### src/hdl/sfram_pkg.sv
// ---------------------------------------------------------------------------
// SPI FRAM slave model: package
// Opcodes, phase and command codes, ID sequence and shared types.
// ---------------------------------------------------------------------------
package sfram_pkg;

    // Opcodes
    localparam logic [7:0] OP_WREN  = 8'h06;
    localparam logic [7:0] OP_WRITE = 8'h02;
    localparam logic [7:0] OP_READ  = 8'h03;
    localparam logic [7:0] OP_RDID  = 8'h9F;

    // ID sequence bytes
    localparam logic [7:0] ID_CONT = 8'h7F;
    localparam logic [7:0] ID_MFR  = 8'hC2;
    localparam logic [3:0] ID_LEN  = 4'd9;
    localparam logic [3:0] ID_POS_MFR   = 4'd6;
    localparam logic [3:0] ID_POS_FIRST = 4'd7;
    localparam logic [3:0] ID_POS_SECOND = 4'd8;

    // Transfer phase codes
    localparam logic [2:0] PH_IDLE = 3'd0;
    localparam logic [2:0] PH_A2   = 3'd1;
    localparam logic [2:0] PH_A1   = 3'd2;
    localparam logic [2:0] PH_A0   = 3'd3;
    localparam logic [2:0] PH_DATA = 3'd4;
    localparam logic [2:0] PH_ID   = 3'd5;
    localparam logic [2:0] PH_SKIP = 3'd6;

    // Command codes
    localparam logic [1:0] CMD_NONE  = 2'd0;
    localparam logic [1:0] CMD_WRITE = 2'd1;
    localparam logic [1:0] CMD_READ  = 2'd2;
    localparam logic [1:0] CMD_ID    = 2'd3;

    // Configuration register indexes
    localparam logic [7:0] CFG_PRODUCT_ID_FIRST  = 8'd0;
    localparam logic [7:0] CFG_PRODUCT_ID_SECOND = 8'd1;

    // Memory access strobes from the controller
    typedef struct packed {
        logic we;
        logic re;
    } sfram_mem_req_t;

    function automatic logic [7:0] id_byte(input logic [3:0] pos,
                                           input logic [7:0] pid_first,
                                           input logic [7:0] pid_second);
        logic [7:0] b;
        if (pos < ID_POS_MFR)
            b = ID_CONT;
        else if (pos == ID_POS_MFR)
            b = ID_MFR;
        else if (pos == ID_POS_FIRST)
            b = pid_first;
        else if (pos == ID_POS_SECOND)
            b = pid_second;
        else
            b = 8'h00;
        return b;
    endfunction

endpackage

### src/hdl/sfram_ctrl.sv
// ---------------------------------------------------------------------------
// SPI FRAM slave model: command controller
// Decode opcodes, collect the address and drive the memory strobes per byte.
// ---------------------------------------------------------------------------
module sfram_ctrl
    import sfram_pkg::*;
#(
    parameter int unsigned ADDR_BITS = 16
) (
    input  logic                 clk,
    input  logic                 rst_n,
    input  logic                 step,
    input  logic                 kind,
    input  logic [7:0]           mosi,
    input  logic [7:0]           pid_first,
    input  logic [7:0]           pid_second,
    output sfram_mem_req_t       mem_req,
    output logic [ADDR_BITS-1:0] mem_addr,
    output logic [7:0]           miso,
    output logic                 latch
);

    logic [2:0]           phase_reg, phase_next;
    logic [1:0]           cmd_reg, cmd_next;
    logic [ADDR_BITS-1:0] addr_reg, addr_next;
    logic [3:0]           id_pos_reg, id_pos_next;
    logic                 latch_reg, latch_next;
    logic [ADDR_BITS-1:0] addr_shift;

    // Only the low address bits reach the memory, so keep just those.
    assign addr_shift = ADDR_BITS'({addr_reg, mosi});

    always_comb
    begin
        phase_next  = phase_reg;
        cmd_next    = cmd_reg;
        addr_next   = addr_reg;
        id_pos_next = id_pos_reg;
        latch_next  = latch_reg;
        mem_req     = '0;
        miso        = 8'h00;
        if (step)
        begin
            if (kind)
            begin
                // Release: end of a write drops the latch
                if (cmd_reg == CMD_WRITE)
                begin
                    latch_next = 1'b0;
                end
                phase_next  = PH_IDLE;
                cmd_next    = CMD_NONE;
                id_pos_next = 4'd0;
            end
            else
            begin
                case (phase_reg)
                    PH_IDLE:
                    begin
                        if (mosi == OP_WREN)
                        begin
                            latch_next = 1'b1;
                            cmd_next   = CMD_NONE;
                            phase_next = PH_SKIP;
                        end
                        else if (mosi == OP_WRITE || mosi == OP_READ)
                        begin
                            cmd_next   = (mosi == OP_WRITE) ? CMD_WRITE : CMD_READ;
                            addr_next  = '0;
                            phase_next = PH_A2;
                        end
                        else if (mosi == OP_RDID)
                        begin
                            cmd_next    = CMD_ID;
                            id_pos_next = 4'd0;
                            phase_next  = PH_ID;
                        end
                        else
                        begin
                            cmd_next   = CMD_NONE;
                            phase_next = PH_SKIP;
                        end
                    end
                    PH_A2:
                    begin
                        addr_next  = addr_shift;
                        phase_next = PH_A1;
                    end
                    PH_A1:
                    begin
                        addr_next  = addr_shift;
                        phase_next = PH_A0;
                    end
                    PH_A0:
                    begin
                        addr_next  = addr_shift;
                        phase_next = PH_DATA;
                    end
                    PH_DATA:
                    begin
                        if (cmd_reg == CMD_READ)
                        begin
                            mem_req.re = 1'b1;
                        end
                        else if (cmd_reg == CMD_WRITE && latch_reg)
                        begin
                            mem_req.we = 1'b1;
                        end
                        addr_next = addr_reg + ADDR_BITS'(1);
                    end
                    PH_ID:
                    begin
                        miso = id_byte(id_pos_reg, pid_first, pid_second);
                        if (id_pos_reg < ID_LEN)
                        begin
                            id_pos_next = id_pos_reg + 4'd1;
                        end
                    end
                    default:
                    begin
                        // Skip phase: ignore bytes until release
                    end
                endcase
            end
        end
    end

    always_ff @(posedge clk or negedge rst_n)
    begin
        if (!rst_n)
        begin
            phase_reg  <= PH_IDLE;
            cmd_reg    <= CMD_NONE;
            addr_reg   <= '0;
            id_pos_reg <= 4'd0;
            latch_reg  <= 1'b0;
        end
        else
        begin
            phase_reg  <= phase_next;
            cmd_reg    <= cmd_next;
            addr_reg   <= addr_next;
            id_pos_reg <= id_pos_next;
            latch_reg  <= latch_next;
        end
    end

    assign mem_addr = addr_reg;
    assign latch    = latch_next;

endmodule

### config.mk
export PLATFORM = sky130hd
export DESIGN_NAME = sfram_ctrl
export DESIGN_NICKNAME = d
export VERILOG_FILES = /design/src/hdl/sfram_pkg.sv /design/src/hdl/sfram_ctrl.sv
export SDC_FILE = /design/constraint.sdc
export NUM_CORES = 1
export LEC_CHECK = 0
export BUFFER_PORTS_ARGS = -buffer_cell sky130_fd_sc_hd__buf_2
export CORE_ASPECT_RATIO = 1.25
export CORE_MARGIN = 5
export CORE_UTILIZATION = 56
export CTS_CLUSTER_SIZE = 8
export DETAILED_ROUTE_END_ITERATION = 16
export MAX_ROUTING_LAYER = met4
export PLACE_DENSITY = 0.95
export SLEW_MARGIN = 10
export SYNTH_ARGS = -nofsm -noshare
export SYNTH_HDL_FRONTEND = slang
export SYNTH_SLANG_ARGS = --single-unit
export TNS_END_PERCENT = 1
### constraint.sdc
create_clock -name clk -period 4.2 [get_ports clk]
set_input_delay 0.84 -clock clk [delete_from_list [all_inputs] [get_ports clk]]
set_output_delay 0.84 -clock clk [all_outputs]
set_load 0.02 [all_outputs]
**Word-level counts from Yosys, hierarchy flattened**

Cells that the tools add are included.

- Logic and storage cells: 80
- Bits in registers: 26
- Input bits: 28
- Output and inout port bits: 27

- Multiplexer cells: 38
- Order comparisons: 2
- Reductions and logical operators: 12
- Add/subtract/negate cells: 2
- Equality and inequality tests: 20
- Bitwise logic cells: 1

Operators by type and width:

| cell | count |
|---|---|
| $mux 8 | 7 |
| $pmux 16 s3 | 1 |
| $mux 16 | 2 |
| $mux 2 | 10 |
| $mux 4 | 5 |
| $add 16x1->16 const B | 1 |
| $eq 8x2->1 const B | 2 |
| $ne 3x3->1 const B | 4 |
| $pmux 3 s4 | 1 |
| $mux 3 | 3 |
| $eq 4x3->1 const B | 2 |
| $eq 8x3->1 const B | 1 |
| $eq 8x8->1 const B | 1 |
| $mux 1 | 8 |
| $pmux 4 s2 | 1 |
| $eq 3x2->1 const B | 2 |
| $eq 3x3->1 const B | 2 |
| $reduce_and 6->1 | 1 |
| $reduce_bool 3->1 | 2 |
| $reduce_and 5->1 | 1 |
| $reduce_bool 5->1 | 1 |
| $add 4x1->4 const B | 1 |
| $eq 4x4->1 const B | 1 |
| $lt 4x3->1 const B | 1 |
| 12 further kinds | 14 |

**Longest topological paths before layout**

Gate-level depths: netlist of the first run.

- Word-level depth: 8
- Mapped depth: 8
- Mapped depth without buffers: 7

**Worst setup path after synthesis of the first run**

OpenSTA, ideal clock, no wires.

- Kind: input to output
- Start: in kind
- End: out latch
- Data arrival time: 2.182 ns
- Path buffers: 2
- Cell stages on the path: 6
- Data required time: 3.360 ns
- Slack: 1.178 ns
- Cells stage by stage: buf_2 nand2b_1 clkbuf_1 nor3_1 nand2_1 o21ai_0

- Cells in the longest elaborated chain, start to end: 2

Ends and longest elaborated chain:

| item | line | RTL |
|---|---|---|
| start: declaration | sfram_ctrl.sv:13 | `input logic kind,` |
| $mux 1 | sfram_ctrl.sv:44 | `if (kind)` |
| $mux 1 | sfram_ctrl.sv:42 | `if (step)` |
| end: declaration | sfram_ctrl.sv:20 | `output logic latch` |

Every way passes these cells.

**Worst setup path in the final report of the first run**

Same ends and word-level chain as after synthesis.

==> results.md, run 1 <==
* Most frequent cells in the layout: buf_2 (54), nand2_1 (28), nor2_1 (27)
* Max reg flops at 16
* Starting Density at 0.5696
* Startpoint Class: input pin
* Largest delay share family, worst path: simple AND/OR/NAND/NOR gates
* Register area share after synthesis at 0.3308
* Tot GR Track Use at 0.2207
* Non-Filler Instances at about 330
* Critical path arrival at approximately 2.2 ns
* CTS tree: done
* Grt ovf at 0
* Crit path buf inv count at 2
* Tightest Hold Check Type: flop to flop
* CP max FO at 10
* Worst Tran Pin Value at about 0.89 ns
* H-tree levels at 1
* Tmin final at roughly 3.0 ns
* Post-synth top flop: dfrtp_1
* # DRC at 0
* Layout cells sized above 1 at 0.2500
* Crit-path cells: buf_2 -> nand2b_1 -> nor3_1 -> nand2_1 -> o21ai_0 -> buf_2
* Most common cell after layout, fill and taps aside: buf_2
* Ports at 55
* Crit path to: latch
* Detailed Route Iter0 Violations at approximately 170
* Reg-to-Reg End: mem_addr[13]$_DFFE_PN0P_
* Die Wd at 63.01 um
* Vias/cell at approximately 6.2
* Yosys cell types at 52
* Standard-cell rows at 24
* CP Depth at 6
* CP max stage cell: nor3_1
* Async SR Flop Fraction at 1.000
* CP startpoint: kind
* DR vias at 2068
* Placed insts at 327
* Most Frequent Cell on Critical Path: buf_2
* # Post-CTS Setup Buffers at 0
* Die area at 4805 um^2
* Cts hold-fix bufs at 0
* Syn_nets at 277
* Vias in the first global route at 2016
* Critical path data required time at between 3 and 4 ns
* Mapped Avg Cell Area at ~8.0 um^2
* Syn Inst Count at 245
* Final Net Count at 325
* RSZ-0062 raised after global routing: false
* Crit path capture type: primary output
* Num Clock Sinks at 26
* Maximum root-to-sink buffer count at 2
* Clock Skew at 0.008002 ns
* Largest net degree at the start of global routing at 27
* Max cap viols at 0
* Diodes inserted at 0
* IO Port Bufs at 54
* Clk root buf: clkbuf_8
* Status: completed
* Setup CP Type: input pin to primary output
* VDD IR max at 0.3235 mV
* Setup TNS at 0 ns
* Die H at 76.26 um
* Core area at 3453 um^2
* Max-slew violation total from the final report at 0
* CTS clk-pin slew, worst paths at 0.08 ns
* Leakage at 1.041 nW
* Fmax at about 0.33 GHz
* Count of final hold-check violations at 0
* Pwr dens at 454.6 nW/um^2
* First-pass GRT wire length at approximately 9 mm
* R2R cell count at 4
* Slew HR at 0.4050
* Layout fillers at 280
* Tcrit/Tclk final at 0.7135
* R2R Setup Slk at around 2.1 ns
* Synth warn at 0
* Clk_lat worst skew at 0.27 ns
* Mapped Area at 1967 um^2
* Final setup violation count at 0
* P&R area growth vs syn at 15.59%
* Mean routed wirelength per cell at 15.57 um
* Initial antenna violation count at 0
* Worst r2r src: phase_reg[1]$_DFFE_PN0P_
* Post-route ant nets at 0
* First-pass DRT Iterations at 5
* Post-synth EDFFs at 0
* Routed WL at 5.155 mm
* PostCTS Resize Cnt at 0
* CTS Buf Count at 3
* Dpl hpwl at about 4 mm
* Crit path largest cell delay at 0.35 ns
* Yosys reg bits at 26
* GP Congestion at 0.9047
synthesized netlist by cell type, types with 2 or more instances:
library cell / number / area (um^2)
a211oi_1: 2 / 15.01
a21oi_1: 19 / 95.09
a22oi_1: 7 / 52.55
a31oi_1: 3 / 18.77
and3_1: 5 / 31.28
and4_1: 2 / 17.52
buf_2: 3 / 15.01
buf_6: 3 / 33.78
clkbuf_1: 5 / 18.77
dfrtp_1: 26 / 650.6
ha_1: 4 / 50.05
inv_1: 6 / 22.52
nand2_1: 28 / 105.1
nand2b_1: 4 / 25.02
nand3_1: 10 / 50.05
nand3b_1: 3 / 22.52
nand4_1: 3 / 18.77
nor2_1: 27 / 101.4
nor2b_1: 2 / 12.51
nor3_1: 7 / 35.03
nor3_2: 2 / 20.02
nor3b_1: 2 / 15.01
nor4_1: 5 / 31.28
o21a_1: 5 / 37.54
o21ai_0: 13 / 65.06
o21ai_1: 20 / 100.1
o22a_1: 2 / 17.52
o31ai_4: 2 / 42.54
or2_1: 2 / 12.51
cell families after synthesis:
kind of cell    count (synthesis)  synth area share
compound gates                 83            0.2774
xor+xnor                        2          0.008907
fa+ha+maj                       4           0.02545
buf+inv                        17           0.04580
flops                          26            0.3308
simple gates                  113            0.3117
routing by layer:
layer | GRT usage | wire [um] | vias up
met5 | - | 0 | -
met4 | 0.05520 | 88 | 0
met3 | 0.04425 | 428 | 14
met2 | 0.3881 | 2623 | 96
met1 | 0.2528 | 2014 | 958
li1 | - | - | 1000
worst reg2reg max path, stage by stage (launching register included):
cell and delay, ns:
dfrtp_1 0.45, or2_1 0.38, o31ai_4 0.80, o21ai_0 0.27
o211ai_1 0.16
final cells by class:
cell class / count / area (um^2) / area share
sequential: 26 / 650.6 / 0.2862
inverter: 6 / 22.52 / 0.009906
clock buffer: 4 / 55.05 / 0.02422
multi-input combinational: 202 / 1226 / 0.5394
timing repair buffer: 54 / 270.3 / 0.1189
tap: 39 / 48.80 / 0.02146
where the power goes:
part	internal [mW]	total (mW)	switching (mW)
sequential	0.323	0.468	0.145
combinational	0.150	0.407	0.257
clock	0.0837	0.159	0.0754
total	0.557	1.03	0.477
stage by stage:
step / hold slack [ns] / setup slack [ns] / utilization / instance area, um^2 / total power [mW]
floorplan: 0.4440 / 1.178 / - / 1967 / 0.7300
global placement: 0.4660 / 1.264 / 0.6424 / 2218 / 0.8567
detailed placement: 0.4725 / 1.193 / 0.6424 / 2218 / 0.8756
CTS: 0.4915 / 1.192 / 0.6583 / 2273 / 1.036
global route: 0.5405 / 1.037 / 0.6583 / 2273 / 1.109
finish: 0.4872 / 1.203 / 0.6583 / 2273 / 1.033
how the worst min path moves through the flow:
stage / end / startpoint / cells after the start
floorplan: cmd_reg[1]$_DFFE_PN0P_ / cmd_reg[1]$_DFFE_PN0P_ / 2
finish: cmd_reg[1]$_DFFE_PN0P_ / cmd_reg[1]$_DFFE_PN0P_ / 2
global route: mem_addr[15]$_DFFE_PN0P_ / mem_addr[15]$_DFFE_PN0P_ / 1
detailed placement: cmd_reg[1]$_DFFE_PN0P_ / cmd_reg[1]$_DFFE_PN0P_ / 2
global placement: cmd_reg[1]$_DFFE_PN0P_ / cmd_reg[1]$_DFFE_PN0P_ / 2
CTS: cmd_reg[1]$_DFFE_PN0P_ / cmd_reg[1]$_DFFE_PN0P_ / 2
Note: power is estimated with default switching activity, not from simulation.
==> run 2: changes to the inputs <==
--- a/config.mk
+++ b/config.mk
@@ -5,14 +5,15 @@
 export SDC_FILE = /design/constraint.sdc
 export NUM_CORES = 1
 export LEC_CHECK = 0
+export ABC_AREA = 1
 export BUFFER_PORTS_ARGS = -buffer_cell sky130_fd_sc_hd__buf_2
 export CORE_ASPECT_RATIO = 1.25
 export CORE_MARGIN = 5
-export CORE_UTILIZATION = 56
+export CORE_UTILIZATION = 53
 export CTS_CLUSTER_SIZE = 8
 export DETAILED_ROUTE_END_ITERATION = 16
 export MAX_ROUTING_LAYER = met4
-export PLACE_DENSITY = 0.95
+export PLACE_DENSITY = 0.92
 export SLEW_MARGIN = 10
 export SYNTH_ARGS = -nofsm -noshare
 export SYNTH_HDL_FRONTEND = slang
==> constraint.sdc (replaced) <==
create_clock -name clk -period 2.91 [get_ports clk]
set_input_delay 0.582 -clock clk [delete_from_list [all_inputs] [get_ports clk]]
set_output_delay 0.582 -clock clk [all_outputs]
set_load 0.02 [all_outputs]
==> run 2 against run 1 <==
Critical path depth is 3 higher. Clock power is 57% higher. Routed wire length up 17%. Critical endpoint is now miso[0]. Largest cell class unchanged. Largest power group is now combinational logic.
==> results.md, run 2 <==
* Largest net degree at the start of global routing at 27
* Yosys reg bits at 26
* CP startpoint: id_pos_reg[0]$_DFFE_PN0P_
* Mapped Area at approximately 2100 um^2
* Core area at 3847 um^2
* Post-route ant nets at 0
* Sequential Area at about 650 um^2
* Most frequent cells after synthesis: nand2_1 (134), inv_1 (39), nand3_1 (27)
* R2R Setup Slk at 1.28 ns
* Post-route cell area at 2494 um^2
* Most common cell after layout, fill and taps aside: nand2_1
* CTS clk-pin slew, worst paths at 0.10 ns
* Grt ovf at 0
* Worst Tran Pin Value at 0.6234 ns
* Post-synthesis simple-gate area fraction at 0.4464
* Largest family of logic cells by synthesized area: simple AND/OR/NAND/NOR gates
* First-pass DRT Iterations at 4
* Mapped Avg Cell Area at 6.191 um^2
* Largest area contributor in the netlist: dfrtp_1
* GR Layer Usage met1 at 0.2797
* Reg-to-Reg End: phase_reg[2]$_DFFE_PN0P_
* XOR/XNOR share of the synthesized area at 0
* Startpoint Class: flop
* Mean routed wirelength per cell at 13.36 um
* Mux contribution to synthesized area at 0
* Most frequent cells in the layout: nand2_1 (134), buf_2 (54), inv_1 (39)
* Syn Inst Count at 345
* Tcrit/Tclk final at 0.8748
* Leakage at 1.315 nW
* Setup TNS at 0 ns
* P&R area growth vs syn at 16.75%
* # DRC at 0
* Final Net Count at roughly 430
* DR vias at 2495
* Post-synth EDFFs at 0
* Count of final hold-check violations at 0
* Die area at 5408 um^2
* Ports at 55
* CTS Buf Count at 3
* Syn_nets at roughly 380
* Async SR Flop Fraction at 1.000
* Slew HR at 0.5844
* Count leader, synth: nand2_1
* Synth warn at 0
* Starting Density at 0.5551
* Max cap viols at 0
* Synth Area in Adders at 0.02343
* Compound-Gate Fraction of Synth Area at 0.1301
* Critical path arrival at 1.96 ns
* First-pass GRT wire length at 10.19 mm
* Diodes inserted at 0
* Routed WL at 6.051 mm
* Clk_lat worst skew at 0.29 ns
* Vias in the first global route at 2399
* Critical path data required time at roughly 2.3 ns
* R2R cell count at 6
* # Post-CTS Setup Buffers at 0
* Layout fillers at 370
* Max reg flops at 16
* Synth top area share at 0.3046
* Dpl hpwl at 4.589 mm
* Power Total at 1.646 mW
* Max-slew violation total from the final report at 0
* Pwr dens at 659.9 nW/um^2
* Post-synth top flop: dfrtp_1
* Ranking of synthesized cells by area: dfrtp_1 (30%), nand2_1 (24%), inv_1 (6.9%)
* Clk root buf: clkbuf_8
* Pre-CTS setup slack at 0.6775 ns
* Tmin final at 2.546 ns
* Die Wd at 66.78 um
* Initial antenna violation count at 0
* Tot GR Track Use at 0.2466
* Register area share after synthesis at 0.3046
* RSZ-0062 raised after global routing: false
* Multi-input combinational cell area at 1281 um^2
* Crit path capture type: primary output
* IO Port Bufs at 54
* VDD IR max at 0.5523 mV
* M2 GR Usage at 0.4296
* Num Clock Sinks at 26
* Clock Skew at roughly 0.0058 ns
* Met3 Usage GRT at 0.04011
* PostCTS Resize Cnt at 0
* CTS tree: done
* Tightest Hold Check Type: input pin to async pin
* Standard-cell rows at 25
* Detailed Route Iter0 Violations at 154
* CP max FO at 8
* H-tree levels at 1
* Layout cells sized above 1 at 0.2080
* Vias/cell at between 5 and 6
* Placed Area at 2439 um^2
* Setup CP Type: flop to primary output
* Yosys cell types at 34
* Worst setup margin at 0.3642 ns
* Maximum root-to-sink buffer count at 2
* Final setup violation count at 0
* GP Congestion at about 0.98
* Crit path to: miso[0]
* Die H at approximately 80 um
* Cts hold-fix bufs at 0
* Top Usage Layer GRT: met2
* Fmax at 0.3928 GHz
* Worst r2r src: phase_reg[2]$_DFFE_PN0P_
* Status: completed
run 2: worst min path at each step:
stage	end	slack, ns	cells after the start
finish	mem_addr[0]$_DFFE_PN0P_	0.30	1
global route	mem_addr[0]$_DFFE_PN0P_	0.36	1
CTS	mem_addr[1]$_DFFE_PN0P_	0.33	1
detailed placement	cmd_reg[1]$_DFFE_PN0P_	0.48	2
global placement	cmd_reg[1]$_DFFE_PN0P_	0.47	2
floorplan	cmd_reg[0]$_DFFE_PN0P_	0.29	0
run 2: logic make-up after synthesis:
kind of cell / count (synthesis)
adder cells (fa/ha/maj): 4
flip-flops: 26
buffers and inverters: 49
AO/OA/AOI/OAI: 49
AND/OR/NAND/NOR: 217
run 2: area by class of cell:
cell class	count	share of cell area
clock buffer	4	0.02208
inverter	45	0.06774
multi-input combinational	270	0.5138
sequential	26	0.2609
tap	54	0.02709
timing repair buffer	54	0.1084
run 2: layer usage:
metal	vias to the layer above	share of wire
li1	1216	-
met1	1138	0.41
met2	124	0.49
met3	17	0.083
met4	0	0.020
met5	-	0
run 2: power by group:
group          internal (mW)  switching, mW  total (mW)  leakage (nW)
clock                  0.122          0.128       0.249        0.0288
sequential             0.464          0.191       0.655         0.351
combinational          0.236          0.505       0.741         0.936
total                  0.822          0.824        1.65          1.31
run 2: worst max-delay path, cell delays in order (launching register included):
cell	delay, ns
dfrtp_1	0.43
inv_1	0.10
ha_1	0.14
nand2_1	0.06
nor2_1	0.39
nand2_1	0.11
nand2_1	0.09
nand2_1	0.05
a21oi_1	0.12
buf_2	0.18
run 2: per-stage QoR:
stage	instances	utilization	hold slack, ns
detailed placement	449	0.6338	0.4767
global route	453	0.6481	0.3566
global placement	449	0.6338	0.4664
CTS	453	0.6481	0.3273
floorplan	345	-	0.2864
finish	453	0.6481	0.2996
==> run 3: changes to the inputs <==
--- a/config.mk
+++ b/config.mk
@@ -13,7 +13,7 @@
 export CTS_CLUSTER_SIZE = 8
 export DETAILED_ROUTE_END_ITERATION = 16
 export MAX_ROUTING_LAYER = met4
-export PLACE_DENSITY = 0.92
+export PLACE_DENSITY_LB_ADDON = 0.25
 export SLEW_MARGIN = 10
 export SYNTH_ARGS = -nofsm -noshare
 export SYNTH_HDL_FRONTEND = slang
==> run 3 against run 2 <==
Final area shrank 0.55%. Sequential cell count unchanged. Die area unchanged. Sequential power shrank 2%. Core utilization shrank 0.36 points. Clock skew up 0.0030 ns. Fmax is 2.6% higher. Largest cell class unchanged.
==> results.md, run 3 (same netlist as run 2, synthesis figures left out) <==
* Maximum root-to-sink buffer count at 2
* Die Wd at 66.78 um
* Detailed Route Iter0 Violations at between 150 and 200
* Count of final hold-check violations at 0
* Layout fillers at 386
* Clock Skew at between 0.008 and 0.009 ns
* Reg-to-Reg End: mem_addr[10]$_DFFE_PN0P_
* CP startpoint: id_pos_reg[1]$_DFFE_PN0P_
* Crit path capture type: primary output
* Max cap viols at 0
* Final setup violation count at 0
* Worst r2r src: mem_addr[0]$_DFFE_PN0P_
* Standard-cell rows at 25
* Grt ovf at 0
* Cts hold-fix bufs at 0
* Starting Density at 0.5551
* Leakage at 1.308 nW
* Vias in the first global route at 2150
* Clk root buf: clkbuf_8
* Vias/cell at approximately 5.2
* Max reg flops at 16
* IO Port Bufs at 54
* Non-Filler Instances at ~450
* Core area at roughly 3800 um^2
* # Post-CTS Setup Buffers at 0
* Tcrit/Tclk final at 0.8526
* Most frequent cells in the layout: nand2_1 (134), buf_2 (54), inv_1 (39)
* P&R area growth vs syn at 16.11%
* DR vias at 2362
* Die area at between 5000 and 6000 um^2
* Routed WL at between 5 and 6 mm
* CP max FO at 8
* Initial antenna violation count at 0
* Pwr dens at ~630 nW/um^2
* Placed insts at 449
* Layout cells sized above 1 at 0.2060
* Critical path data required time at 2.33 ns
* R2R Setup Slk at 1.32 ns
* # DRC at 0
* RSZ-0062 raised after global routing: false
* Startpoint Class: flop
* Slew HR at 0.6040
* Tot GR Track Use at 0.2227
* Setup TNS at 0 ns
* Largest net degree at the start of global routing at 27
* Mean routed wirelength per cell at roughly 12 um
* Dpl hpwl at 4.383 mm
* Most common cell after layout, fill and taps aside: nand2_1
* First-pass DRT Iterations at 4
* Clk_lat worst skew at 0.27 ns
* CTS tree: done
* Diodes inserted at 0
* Die H at 80.98 um
* Status: completed
* H-tree levels at 1
* VDD IR max at about 0.49 mV
* Worst Tran Pin Value at 0.5940 ns
* Setup CP Type: flop to primary output
* First-pass GRT wire length at between 9 and 10 mm
* Fmax at 0.4030 GHz
* Tmin final at 2.481 ns
* Num Clock Sinks at 26
* Post-layout util at 0.6446
* R2R cell count at 9
* CTS clk-pin slew, worst paths at 0.09 ns
* Post-route ant nets at 0
* PostCTS Resize Cnt at 0
* Ports at 55
* Final Net Count at 432
* CTS Buf Count at 3
* Tightest Hold Check Type: input pin to async pin
* Critical path arrival at ~1.9 ns
* GP Congestion at approximately 0.93
* Max-slew violation total from the final report at 0
-- run 3: cell count changes in the layout (fill, tap and decap cells not counted) --
cell / change
clkbuf_8: -1
-- run 3: where the power goes --
part | switching, mW | internal [mW] | leakage (nW)
clock network | 0.110 | 0.0928 | 0.0216
logic | 0.492 | 0.236 | 0.936
registers | 0.179 | 0.465 | 0.351
-- run 3: area by class of cell --
| class | count | area (um^2) | share of cell area |
|---|---|---|---|
| Multi-Input combinational cell | 270 | 1281 | 0.5166 |
| Sequential cell | 26 | 650.6 | 0.2624 |
| Timing Repair Buffer | 54 | 270.3 | 0.1090 |
| Inverter | 45 | 168.9 | 0.06811 |
| Tap cell | 54 | 67.56 | 0.02725 |
| Clock buffer | 3 | 41.29 | 0.01665 |
-- run 3: worst max-delay path by stage --
stage	to	depth (start not counted)
6_report	miso[4]	8
3_5_place_dp	latch	7
4_1_cts	miso[4]	9
5_1_grt	miso[0]	9
2_1_floorplan	mem_req[1]	3
3_3_place_gp	miso[4]	9
-- run 3: per-layer routing --
| metal | up-vias | track usage | wire [um] |
|---|---|---|---|
| met1 | 1079 | 0.2573 | 2373 |
| met3 | 10 | 0.02628 | 201 |
| li1 | 1213 | - | - |
| met2 | 60 | 0.3958 | 2912 |
| met5 | - | - | 0 |
| met4 | 0 | 0.07520 | 84 |
-- run 3: metrics by stage --
stage / cell area [um^2] / power (mW) / hold slack [ns] / setup slack [ns]
global placement: 2439 / 1.355 / 0.4728 / 0.7355
floorplan: 2136 / 1.132 / 0.2864 / 0.8226
detailed placement: 2439 / 1.371 / 0.4670 / 0.7106
global route: 2480 / 1.705 / 0.3464 / 0.1494
finish: 2480 / 1.574 / 0.2998 / 0.4289
CTS: 2480 / 1.578 / 0.3133 / 0.4184
-- run 3: worst max-delay path, cell delays in order, from the launching register on --
cell and delay, ns:
dfrtp_1 0.42, ha_1 0.18, inv_1 0.07, nor3_2 0.43, nand2_1 0.09, nand2_1 0.07, nand2_1 0.05, a21oi_1 0.13
buf_2 0.18
